## src/sv/skvt_pkg.sv

```systemverilog
// shared types and constants for the sorted key/value table
// no dependencies
`default_nettype none

package skvt_pkg;

    localparam int KeyW = 128;
    localparam int ValW = 128;

    localparam logic [1:0] OP_INSERT = 2'd0;
    localparam logic [1:0] OP_LOOKUP = 2'd1;
    localparam logic [1:0] OP_DELETE = 2'd2;
    localparam logic [1:0] OP_RANGE  = 2'd3;

    localparam logic [1:0] ST_DONE    = 2'd0;
    localparam logic [1:0] ST_MISSING = 2'd1;
    localparam logic [1:0] ST_FULL    = 2'd2;

    typedef enum logic [2:0] {
        S_IDLE,
        S_CMP,
        S_LOAD,
        S_SWEEP,
        S_APPLY,
        S_OUT
    } t_state;

    // broadcast from the controller to every cell
    typedef struct packed {
        logic            load_cmp;
        logic [KeyW-1:0] cmp_key;
        logic            load_probe;
        logic            ins_mode;
        logic            shift;
        logic            apply_ins;
        logic            apply_del;
        logic [KeyW-1:0] new_key;
        logic [ValW-1:0] new_val;
    } t_cell_cmd;

    // keeps the first kb bytes of a key, byte 0 in the top bits
    function automatic logic [KeyW-1:0] key_mask(input int kb);
        logic [KeyW-1:0] m;
        m = '0;
        for (int b = 0; b < 16; b++) begin
            if (b < kb) m[KeyW-1-8*b -: 8] = 8'hFF;
        end
        return m;
    endfunction

endpackage

`default_nettype wire

```

## src/sv/skvt_cell.sv

```systemverilog
// one entry of the sorted table: stored key/value, compare flags and probe stage
// depends on skvt_pkg
`default_nettype none

module skvt_cell
    import skvt_pkg::*;
(
    input  wire              i_clk,
    input  wire t_cell_cmd   i_cmd,
    input  wire              i_valid,
    input  wire              i_prev_le,
    input  wire              i_next_le,
    input  wire [KeyW-1:0]   i_prev_key,
    input  wire [ValW-1:0]   i_prev_val,
    input  wire [KeyW-1:0]   i_next_key,
    input  wire [ValW-1:0]   i_next_val,
    input  wire              i_next_mk,
    input  wire [ValW-1:0]   i_next_pv,
    output logic             o_le,
    output logic [KeyW-1:0]  o_key,
    output logic [ValW-1:0]  o_val,
    output logic             o_mk,
    output logic [ValW-1:0]  o_pv
);

    logic [KeyW-1:0] r_key;
    logic [ValW-1:0] r_val;
    logic            r_le;
    logic            r_eq;
    logic            r_mk;
    logic [ValW-1:0] r_pv;

    always_ff @(posedge i_clk) begin
        if (i_cmd.load_cmp) begin
            r_le <= i_valid && (r_key <= i_cmd.cmp_key);
            r_eq <= i_valid && (r_key == i_cmd.cmp_key);
        end
        // insert marks the first cell past the equal keys, the rest mark the last equal
        if (i_cmd.load_probe) begin
            r_mk <= i_cmd.ins_mode ? (i_prev_le && !r_le) : (r_eq && !i_next_le);
            r_pv <= r_val;
        end else if (i_cmd.shift) begin
            r_mk <= i_next_mk;
            r_pv <= i_next_pv;
        end
        if (i_cmd.apply_ins) begin
            if (!i_prev_le) begin
                r_key <= i_prev_key;
                r_val <= i_prev_val;
            end else if (!r_le) begin
                r_key <= i_cmd.new_key;
                r_val <= i_cmd.new_val;
            end
        end else if (i_cmd.apply_del) begin
            if (!i_next_le) begin
                r_key <= i_next_key;
                r_val <= i_next_val;
            end
        end
    end

    assign o_le  = r_le;
    assign o_key = r_key;
    assign o_val = r_val;
    assign o_mk  = r_mk;
    assign o_pv  = r_pv;

endmodule

`default_nettype wire

```

## config.mk

```make
export PLATFORM = sky130hd
export DESIGN_NAME = skvt_cell
export DESIGN_NICKNAME = d
export VERILOG_FILES = /design/src/sv/skvt_pkg.sv /design/src/sv/skvt_cell.sv
export SDC_FILE = /design/constraint.sdc
export NUM_CORES = 1
export LEC_CHECK = 0
export BUFFER_PORTS_ARGS = -buffer_cell sky130_fd_sc_hd__buf_4
export CAP_MARGIN = 15
export CORE_AREA = 2 2 550 552
export DETAILED_ROUTE_END_ITERATION = 6
export DIE_AREA = 0 0 552 554
export GPL_TIMING_DRIVEN = 0
export PLACE_DENSITY = 0.3
export SLEW_MARGIN = 20
export SYNTH_ARGS = -nofsm -noshare
export SYNTH_HDL_FRONTEND = slang
export SYNTH_SLANG_ARGS = --single-unit
```

## constraint.sdc

```tcl
create_clock -name i_clk -period 33.6 [get_ports i_clk]
set_input_delay 3.36 -clock i_clk [delete_from_list [all_inputs] [get_ports i_clk]]
set_output_delay 3.36 -clock i_clk [all_outputs]
set_load 0.02 [all_outputs]
```

Word-level counts from Yosys, hierarchy flattened --
Index checks and enable logic that the tools add are counted.
Word-level totals: register bits 387, input bits 1035, logic and storage cells 34, output and inout bits 386
Operators by class: $lt $le $gt $ge 1, reductions and logical operators 9, equal/unequal tests 3, mux-type cells 15
Operators by type and width (number):
- 128-bit two-way mux | 12
- 128-bit equality test | 1
- 128-bit <= comparator | 1
- 1-bit logical AND | 4
- 2-bit nonzero test | 2
- 1-bit two-way mux | 3
- 3-bit inequality test, second input constant | 1
- 3-bit AND reduction | 1
- 1-bit zero test | 2
- 2-bit inequality test, second input constant | 1

Longest topological paths before layout --
Gate-level depths: netlist (run 1).
word-level depth 4, mapped depth 9, depth with buffers taken out 9

Worst setup path before layout (run 1) --
OpenSTA, ideal clock, no wires.
path kind input port to flip-flop, start input port i_cmd[257] (netlist bit), end register r_key[0] (netlist: o_key[0]), enable pin, setup time 1.025 ns, required time 32.575 ns, path buffers 3, data arrival time 17.741 ns, slack 14.834 ns, cell stages on the path 4, path through clkbuf_1 > clkbuf_1 > clkbuf_1 > a31oi_1
Between the ends: longest elaborated chain between the ends 2, elaborated cells on any way between the ends 4, classes of those cells eq/ne (2); reduce/logical (2)
Ends and longest elaborated chain:
- from (decl) | RTL line skvt_cell.sv:9 | input wire t_cell_cmd i_cmd,
- 3-bit inequality test (no line) (tied with other cells)
- 3-bit AND reduction (no line) *
- to (signal assigned) | RTL line skvt_cell.sv:48 | r_key <= i_prev_key;
- to (signal assigned) | RTL line skvt_cell.sv:51 | r_key <= i_cmd.new_key;
- to (signal assigned) | RTL line skvt_cell.sv:56 | r_key <= i_next_key;
- to (decl) | RTL line skvt_cell.sv:26 | logic [KeyW-1:0] r_key;
Mark *: on every way between the ends. The rest lies on a longest branch, timed or not. A chain may end at the register's enable or synchronous reset.

Worst setup path after layout (run 1) --
start input port i_prev_le, end register r_val[98] (netlist: o_val[98]), enable pin
Between the ends: longest elaborated chain between the ends 2
Ends and longest elaborated chain:
- from (decl) | RTL line skvt_cell.sv:11 | input wire i_prev_le,
- 3-bit inequality test (no line)
- 3-bit AND reduction (no line)
- to (signal assigned) | RTL line skvt_cell.sv:49 | r_val <= i_prev_val;
- to (signal assigned) | RTL line skvt_cell.sv:52 | r_val <= i_cmd.new_val;
- to (signal assigned) | RTL line skvt_cell.sv:57 | r_val <= i_next_val;
- to (decl) | RTL line skvt_cell.sv:27 | logic [ValW-1:0] r_val;
Every way passes these cells.

==> results.sh, run 1 <==
export IMPL_ys_seq_area_share_pct=53.6
export IMPL_synth_area_leaders="edfxtp_1, mux2i_1, ha_1"
export IMPL_cts_tree="done"
export IMPL_final_setup_viol_count=0
export IMPL_numPortBuffers=1417
export IMPL_clk_pin_slew_ns=0.06
export IMPL_final_seq_area_um2=11600
export IMPL_fmax_mhz=147
export IMPL_die_area_um2=306000
export IMPL_postCtsResizedCells=0
export IMPL_power_leakage_uw=0.0172
export IMPL_slew_violations=0
export IMPL_cts_setup_buffers=0
export IMPL_multi_input_area_um2=9230
export IMPL_ys_async_sr_fraction_pct=0
export IMPL_cts_sinks=387
export IMPL_place_area_um2=38200
export IMPL_drt_iter0_drc=1431
export IMPL_yosys_area_top_type="edfxtp_1"
export IMPL_cts_hold_fix_buffers=0
export IMPL_die_x_um=552
export IMPL_start_util_pct=7.25
export IMPL_antenna_left=0
export IMPL_root_buffer="clkbuf_16"
export IMPL_drt_first_pass_iters=5
export IMPL_synth_edf_count=387
export IMPL_area_growth_pct=86.8
export IMPL_gr_usage_all_layers_pct=15.8
export IMPL_drc_errors=0
export IMPL_cts_inserted_buffers=70
export IMPL_grt_overflow=0
export IMPL_wl_um=250000
export IMPL_final_common_cell="buf_4"
export IMPL_cp_arrival_ns=7.26
export IMPL_syn_inst=1872
export IMPL_status="completed"
export IMPL_startpoint_type="input port"
export IMPL_total_power_uw=1880
export IMPL_die_y_um=554
export IMPL_coreArea_um2=299000
export IMPL_final_net_count=4558
export IMPL_ys_flop_type="edfxtp_1"
export IMPL_nFillCells=34200
export IMPL_power_density_nw_per_um2=46.4
export IMPL_critical_path_class="in -> reg"
export IMPL_cap_violations=0
export IMPL_synth_area_um2=21700
export IMPL_yosysUniqueCellTypes=44
export IMPL_grt_pass1_vias=24200
export IMPL_hold_violations=0
export IMPL_ys_warn_count=0
export IMPL_period_minus_slack_ns=6.78
export IMPL_syn_area_per_cell_um2=11.6
export IMPL_worst_pin_slew_ns=1.29
export IMPL_drt_wirelength_per_cell_um=33.5
export IMPL_post_route_util_pct=13.5
export IMPL_grt_max_degree=35
export IMPL_synth_nets=3035
export IMPL_clk_latency_ns=0.76
export IMPL_row_count=201
export IMPL_grt_pass1_wl_um=303000
export IMPL_layout_drive_gt1_share_pct=50.1
export IMPL_final_cell_mix="buf_4, edfxtp_1, a21oi_1"
export IMPL_clock_path_buffers=4
export IMPL_ys_seq_elements=387
export IMPL_dp_hpwl_um=224000
export IMPL_vias_per_cell=3.09
export IMPL_required_ns=34.08
export IMPL_io_pins=1421
export IMPL_irDropWorstVdd_mv=0.0306
export IMPL_min_path_type="reg -> reg"
export IMPL_place_congestion=0.958
export IMPL_cp_max_fo=18
export IMPL_vias=23000
export IMPL_design_area_um2=40500
export IMPL_h_tree_depth=3
export IMPL_rsz0062_at_grt="false"
export IMPL_slew_headroom_pct=14.0
export IMPL_synth_top_cell_area_share_pct=53.6
export IMPL_skew_ns=0.0733
export IMPL_end_kind="flip-flop"
export IMPL_min_period_over_period_pct=20.2
export IMPL_antenna_found_initial=189
==> cells in the mapped netlist (2+ instances only) <==
cell and n:
nor3b_1 2, buf_1 31, a21o_1 8, nor3_1 14
mux2_2 128, o31ai_1 2, a211o_1 3, a31oi_1 2
nor4_2 2, o21ai_0 12, o211ai_1 5, edfxtp_1 387
nor4_1 3, nor2b_1 2, a211oi_1 6, clkbuf_1 69
nand3_1 13, o21ai_1 4, inv_1 135, nand2_1 33
ha_1 128, nand4_1 27, mux2i_1 256, a21oi_1 307
nor2_1 266, nand4_2 6, a221oi_1 4
==> report_power, final <==
group          switching [uW]  total, uW  internal (uW)
combinational             294        499            205
clock                     303        750            447
sequential               38.9        631            592
==> sequential cells by signal (all words and copies together) (netlist names) <==
signal  count
o_key     128
o_pv      128
o_val     128
o_le        1
r_eq        1
o_mk        1
==> critical path, cell delays in order <==
cell and delay [ns]:
clkbuf_1 0.47, buf_2 0.60, buf_1 0.80, a31oi_4 0.54, buf_16 0.33, buf_16 0.17, buf_16 0.17, buf_16 0.17
buf_16 0.17, buf_16 0.17, buf_16 0.17
==> cell families (layout without fill, tap and decap cells) <==
| logic type | after synthesis | in the layout | share of synthesized area [%] |
|---|---|---|---|
| muxes | 384 | 384 | 18.5 |
| other | 0 | 50 | 0 |
| AOI/OAI and AO/OA | 359 | 359 | 8.75 |
| and+or+nand+nor | 377 | 377 | 7.69 |
| adders and majority gates | 128 | 128 | 7.38 |
| DFF | 387 | 387 | 53.6 |
| buffers and inverters | 237 | 1804 | 4.17 |
==> through the flow <==
step | cells | hold slack, ns | setup TNS [ns] | setup WS [ns]
2_1_floorplan | 1872 | 0.717 | 0 | 14.83
3_3_place_gp | 7247 | 0.567 | -417.36 | -1.75
3_5_place_dp | 7281 | 0.573 | 0 | 25.88
4_1_cts | 7397 | 0.585 | 0 | 26.70
5_1_grt | 7408 | 0.603 | 0 | 26.68
6_report | 7447 | 0.584 | 0 | 26.82
==> layer usage <==
| layer | vias to the layer above | GRT usage [%] | part of all wire [%] | wire length (um) |
|---|---|---|---|---|
| li1 | 10000 | - | - | - |
| met1 | 11200 | 18.5 | 40 | 99800 |
| met2 | 1423 | 25.7 | 46 | 114000 |
| met3 | 305 | 7.96 | 12 | 29300 |
| met4 | 100 | 3.35 | 2.3 | 5630 |
| met5 | - | 0 | 0.26 | 647 |
==> worst paths after layout <==
path	cells after the start	slack (ns)	from	endpoint
worst max-delay path	11	26.82	i_prev_le	o_val[98]$_DFFE_PP_
worst min-delay path	1	0.58	o_val[124]$_DFFE_PP_	o_pv[124]$_DFFE_PP_
worst max register to register	9	30.30	o_key[62]$_DFFE_PP_	o_le$_DFFE_PP_
worst min register to register	1	0.58	o_val[124]$_DFFE_PP_	o_pv[124]$_DFFE_PP_
==> area by class of cell <==
class | count | area share (%)
inverters | 136 | 1.29
clock inverters | 35 | 1.01
flip-flops and latches | 387 | 28.7
multi-input cells | 1248 | 22.8
well taps | 3958 | 12.2
plain buffers | 101 | 1.01
diodes | 50 | 0.309
clock buffers | 81 | 4.48
repair buffers | 1451 | 28.3
Power figures use the tool's default switching activity.
==> run 2: changes to the inputs <==
==> constraint.sdc (replaced) <==
create_clock -name i_clk -period 6.41 [get_ports i_clk]
set_input_delay 0.641 -clock i_clk [delete_from_list [all_inputs] [get_ports i_clk]]
set_output_delay 0.641 -clock i_clk [all_outputs]
set_load 0.02 [all_outputs]
==> run 2 against run 1 <==
Net effect:
- hold slack lost 0.48 ns
- non-clock buffer count stayed put
- count of clock-buffer cells in the layout up 6
- combinational power rose to 5.2 times the previous value
- setup slack worse by 24 ns
- largest cell class unchanged
- critical path type unchanged
- utilization is essentially flat
- critical path depth grew 2
- flip-flop and latch count did not move
- highest routed layer unchanged
- register-to-register slack got worse by 27 ns
- critical endpoint is now o_val[79]$_DFFE_PP_
==> results.sh, run 2 (synthesis results as in run 1) <==
export IMPL_hold_violations=0
export IMPL_cts_setup_buffers=0
export IMPL_final_net_count=4559
export IMPL_drt_iter0_drc=1478
export IMPL_coreArea_um2=299000
export IMPL_row_count=201
export IMPL_power_leakage_uw=0.0173
export IMPL_irDropWorstVdd_mv=0.167
export IMPL_rr_worst_depth=8
export IMPL_cp_arrival_ns=4.30
export IMPL_wl_um=252000
export IMPL_period_minus_slack_ns=3.81
export IMPL_fmax_mhz=262
export IMPL_crit_buf_inv=12
export IMPL_grt_pass1_vias=24100
export IMPL_die_area_um2=306000
export IMPL_die_y_um=554
export IMPL_clock_path_buffers=4
export IMPL_slew_headroom_pct=23.1
export IMPL_cts_hold_fix_buffers=0
export IMPL_gr_usage_all_layers_pct=15.9
export IMPL_drt_first_pass_iters=5
export IMPL_critical_path_class="in -> reg"
export IMPL_worst_pin_slew_ns=1.15
export IMPL_die_x_um=552
export IMPL_cp_max_fo=18
export IMPL_finalNonFillerCells=7444
export IMPL_antenna_left=0
export IMPL_dp_hpwl_um=226000
export IMPL_required_ns=6.90
export IMPL_grt_max_degree=41
export IMPL_drc_errors=0
export IMPL_cp_top_family="buffers and inverters"
export IMPL_cp_slowest_cell="a31oi_4"
export IMPL_clk_pin_slew_ns=0.06
export IMPL_numPortBuffers=1417
export IMPL_clk_latency_ns=0.79
export IMPL_layout_drive_gt1_share_pct=50.0
export IMPL_area_growth_pct=86.9
export IMPL_grt_overflow=0
export IMPL_totalNegativeSetupSlack_ns=0
export IMPL_status="completed"
export IMPL_cp_depth=13
export IMPL_antenna_found_initial=189
export IMPL_h_tree_depth=3
export IMPL_crit_start="i_cmd[257]"
export IMPL_vias=23100
export IMPL_crit_end="o_val[79]$_DFFE_PP_"
export IMPL_rsz0062_at_grt="false"
export IMPL_cts_tree="done"
export IMPL_root_buffer="clkbuf_16"
export IMPL_crit_top_cell="buf_16"
export IMPL_min_path_type="in -> reg"
export IMPL_skew_ns=0.0603
export IMPL_startpoint_type="input port"
export IMPL_start_util_pct=7.25
export IMPL_cp_cell_sequence="clkbuf_2 -> buf_12 -> clkbuf_2 -> buf_16 -> clkbuf_2 -> a31oi_4 -> buf_16 -> buf_16 -> buf_16 -> buf_16 -> buf_16 -> buf_8 -> buf_8"
export IMPL_multi_input_area_um2=9230
export IMPL_final_setup_viol_count=0
export IMPL_cts_inserted_buffers=71
export IMPL_rr_startpoint="o_key[30]$_DFFE_PP_"
export IMPL_end_kind="flip-flop"
export IMPL_slew_violations=0
export IMPL_final_common_cell="buf_4"
export IMPL_drt_wirelength_per_cell_um=33.8
export IMPL_nFillCells=34100
export IMPL_min_period_over_period_pct=59.5
export IMPL_dp_cells=7280
export IMPL_total_power_uw=9930
export IMPL_postCtsResizedCells=0
export IMPL_timing_rr_end="o_le$_DFFE_PP_"
export IMPL_power_density_nw_per_um2=245
export IMPL_final_seq_area_um2=11600
export IMPL_final_cell_mix="buf_4, edfxtp_1, a21oi_1"
export IMPL_max_stage_delay_ns=0.80
export IMPL_cts_sinks=387
export IMPL_vias_per_cell=3.11
export IMPL_cap_violations=0
export IMPL_io_pins=1421
export IMPL_r2r_slack_ns=2.99
export IMPL_place_congestion=0.942
export IMPL_grt_pass1_wl_um=305000
[run 2: layout make-up]
| type | count | share of cell area [%] |
|---|---|---|
| sequential | 387 | 28.7 |
| timing repair buffer | 1451 | 28.2 |
| multi-input combinational | 1248 | 22.8 |
| tap | 3958 | 12.2 |
| clock buffer | 87 | 4.63 |
| inverter | 136 | 1.29 |
| buffer | 101 | 1.01 |
| clock inverter | 35 | 0.969 |
| antenna | 41 | 0.253 |
[run 2: metrics by stage]
step | hold slack [ns] | worst slack (ns) | utilization, % | cell area (um^2)
final | 0.101 | 2.60 | 13.6 | 40600
after global routing | 0.0268 | 2.44 | 13.5 | 40500
after CTS | 0.000176 | 2.53 | 13.5 | 40400
after detailed placement | 0.570 | 1.64 | 12.8 | 38200
after global placement | 0.567 | -6.68 | 12.5 | 37300
after floorplan | 0.717 | 0.205 | - | 21700
[run 2: worst min-delay path by stage]
stage / from / endpoint / slack (ns) / depth (start not counted)
2_1_floorplan: o_val[124]$_DFFE_PP_ / o_pv[124]$_DFFE_PP_ / 0.72 / 1
3_3_place_gp: o_val[11]$_DFFE_PP_ / o_pv[11]$_DFFE_PP_ / 0.57 / 1
3_5_place_dp: o_val[74]$_DFFE_PP_ / o_pv[74]$_DFFE_PP_ / 0.57 / 1
4_1_cts: i_cmd[389] / r_eq$_DFFE_PP_ / 0.0002 / 1
5_1_grt: i_cmd[389] / r_eq$_DFFE_PP_ / 0.03 / 1
6_report: i_cmd[389] / r_eq$_DFFE_PP_ / 0.10 / 1
[run 2: power breakdown]
group | leakage (uW) | switching (uW) | internal [uW] | total, uW
combinational | 0.0124 | 1510 | 1070 | 2580
sequential | 0.00381 | 235 | 3100 | 3340
clock | 0.00110 | 1620 | 2400 | 4010
[run 2: per-layer routing]
layer / vias to the layer above / track usage [%] / share of wire (%) / wire [um]
li1: 10000 / - / - / -
met1: 11300 / 18.3 / 39 / 98500
met2: 1421 / 26.0 / 46 / 116000
met3: 314 / 8.66 / 13 / 32100
met4: 116 / 2.78 / 1.7 / 4390
met5: - / 0 / 0.30 / 763
==> run 3: changes to the inputs <==
==> constraint.sdc (replaced) <==
create_clock -name i_clk -period 3.8 [get_ports i_clk]
set_input_delay 0.38 -clock i_clk [delete_from_list [all_inputs] [get_ports i_clk]]
set_output_delay 0.38 -clock i_clk [all_outputs]
set_load 0.02 [all_outputs]
==> run 3 against run 2 <==
Net effect:
- count of clock-buffer cells in the layout down 3
- sequential share of layout area down 3.2 points
- non-clock buffer count up 500
- via count up 8.7%
- cell count up 6.9%
- clock skew down 0.0076 ns
- design area up 13%
- utilization up 1.7 points
==> results.sh, run 3 (synthesis results as in run 1) <==
export IMPL_period_minus_slack_ns=3.56
export IMPL_worst_pin_slew_ns=1.19
export IMPL_wl_um=260000
export IMPL_dp_cells=7275
export IMPL_grt_pass1_vias=26200
export IMPL_rr_worst_depth=8
export IMPL_area_growth_pct=110
export IMPL_coreArea_um2=299000
export IMPL_hold_violations=0
export IMPL_startpoint_type="flip-flop"
export IMPL_io_pins=1421
export IMPL_drc_errors=0
export IMPL_rsz0062_at_grt="false"
export IMPL_end_kind="flip-flop"
export IMPL_row_count=201
export IMPL_skew_ns=0.0527
export IMPL_final_common_cell="buf_4"
export IMPL_gr_usage_all_layers_pct=16.4
export IMPL_setup_ws_ns=0.239
export IMPL_clock_path_buffers=4
export IMPL_slew_headroom_pct=20.6
export IMPL_final_cell_mix="buf_4, dlygate4sd3_1, edfxtp_1"
export IMPL_dp_hpwl_um=233000
export IMPL_grt_use_met3_pct=8.22
export IMPL_required_ns=4.28
export IMPL_irDropWorstVdd_mv=0.298
export IMPL_cap_violations=0
export IMPL_h_tree_depth=3
export IMPL_power_leakage_uw=0.0193
export IMPL_final_setup_viol_count=0
export IMPL_cp_arrival_ns=4.04
export IMPL_cts_setup_buffers=0
export IMPL_place_congestion=0.920
export IMPL_vias=25100
export IMPL_root_buffer="clkbuf_16"
export IMPL_die_x_um=552
export IMPL_drt_iter0_drc=1655
export IMPL_fmax_mhz=281
export IMPL_whs_path_depth=2
export IMPL_postCtsResizedCells=0
export IMPL_vias_per_cell=3.16
export IMPL_critical_path_class="reg -> reg"
export IMPL_power_density_nw_per_um2=382
export IMPL_met2_usage_pct=26.0
export IMPL_layout_drive_gt1_share_pct=43.3
export IMPL_clk_latency_ns=0.77
export IMPL_finalNonFillerCells=7956
export IMPL_die_area_um2=306000
export IMPL_design_area_um2=45600
export IMPL_drt_first_pass_iters=5
export IMPL_antenna_left=0
export IMPL_start_util_pct=7.25
export IMPL_place_ws_ns=-0.0902
export IMPL_slew_violations=0
export IMPL_grt_busiest_layer="met2"
export IMPL_min_path_type="in -> reg"
export IMPL_numPortBuffers=1417
export IMPL_place_area_um2=38100
export IMPL_grt_overflow=0
export IMPL_final_net_count=5059
export IMPL_cts_tree="done"
export IMPL_drt_wirelength_per_cell_um=32.7
export IMPL_cts_inserted_buffers=71
export IMPL_die_y_um=554
export IMPL_grt_max_degree=36
export IMPL_cp_max_fo=4
export IMPL_status="completed"
export IMPL_whs_ns=0.0568
export IMPL_grt_pass1_wl_um=316000
export IMPL_min_period_over_period_pct=93.7
export IMPL_clk_pin_slew_ns=0.06
export IMPL_cts_sinks=387
export IMPL_nFillCells=33900
export IMPL_grtUsageMet1_pct=19.5
export IMPL_antenna_found_initial=209
## run 3: changes by cell type in the layout (fill, tap and decap cells not counted), sizes merged, moves of 2 or more
cell         previous run  this run
clkbuf                158       153
diode                  41        55
dlygate4sd3             0       506
inv                   135       137
clkinv                 24        19
bufinv                  9        12
buf                  1481      1477
## run 3: final timing paths
path,start,endpoint,slack [ns]
max,o_key[107]$_DFFE_PP_,o_le$_DFFE_PP_,0.24
min,i_next_pv[123],o_pv[123]$_DFFE_PP_,0.06
max reg2reg,o_key[107]$_DFFE_PP_,o_le$_DFFE_PP_,0.24
min reg2reg,o_val[10]$_DFFE_PP_,o_pv[10]$_DFFE_PP_,0.57
## run 3: per-stage QoR
stage               TNS [ns]  util, %  total power [uW]
floorplan            -487.63        -              7050
global placement    -2204.18     12.5             10100
detailed placement     -2.54     12.7             10200
CTS                        0     15.2             17900
global route               0     15.2             18200
finish                     0     15.2             17400
## run 3: power breakdown
part | leakage [uW] | internal (uW) | switching, uW | total (uW)
Sequential | 0.00381 | 5230 | 381 | 5610
Combinational | 0.0144 | 2220 | 2720 | 4930
Clock | 0.00111 | 4200 | 2690 | 6890
## run 3: worst max-delay path, stage by stage (launching register included)
cell	delay [ns]
edfxtp_1	0.55
ha_1	0.39
nand4_1	0.55
nor3_1	0.39
nand4_1	0.17
nor4_1	0.71
a211o_1	0.24
o2bb2ai_1	0.22
a21oi_2	0.05
## run 3: per-layer routing
| metal | part of all wire, % | vias to the layer above |
|---|---|---|
| met5 | 0.27 | - |
| met3 | 12 | 354 |
| met2 | 45 | 1538 |
| li1 | - | 11000 |
| met4 | 2.5 | 110 |
| met1 | 41 | 12100 |
## run 3: timing repair
| action | CTS | global route |
|---|---|---|
| hold buffers | 506 | 0 |
| endpoints found under the setup margin | 0 | 0 |
| hold endpoints to repair | 351 | 0 |
## run 3: final cells by class
cell class / count / area [um^2] / share of cell area, %
repair buffers: 1951 / 16400 / 36.0
flip-flops and latches: 387 / 11600 / 25.5
multi-input cells: 1248 / 9190 / 20.1
well taps: 3958 / 4950 / 10.9
clock buffers: 84 / 1850 / 4.05
inverters: 136 / 524 / 1.15
clock inverters: 36 / 475 / 1.04
plain buffers: 101 / 459 / 1.01
diodes: 55 / 138 / 0.302
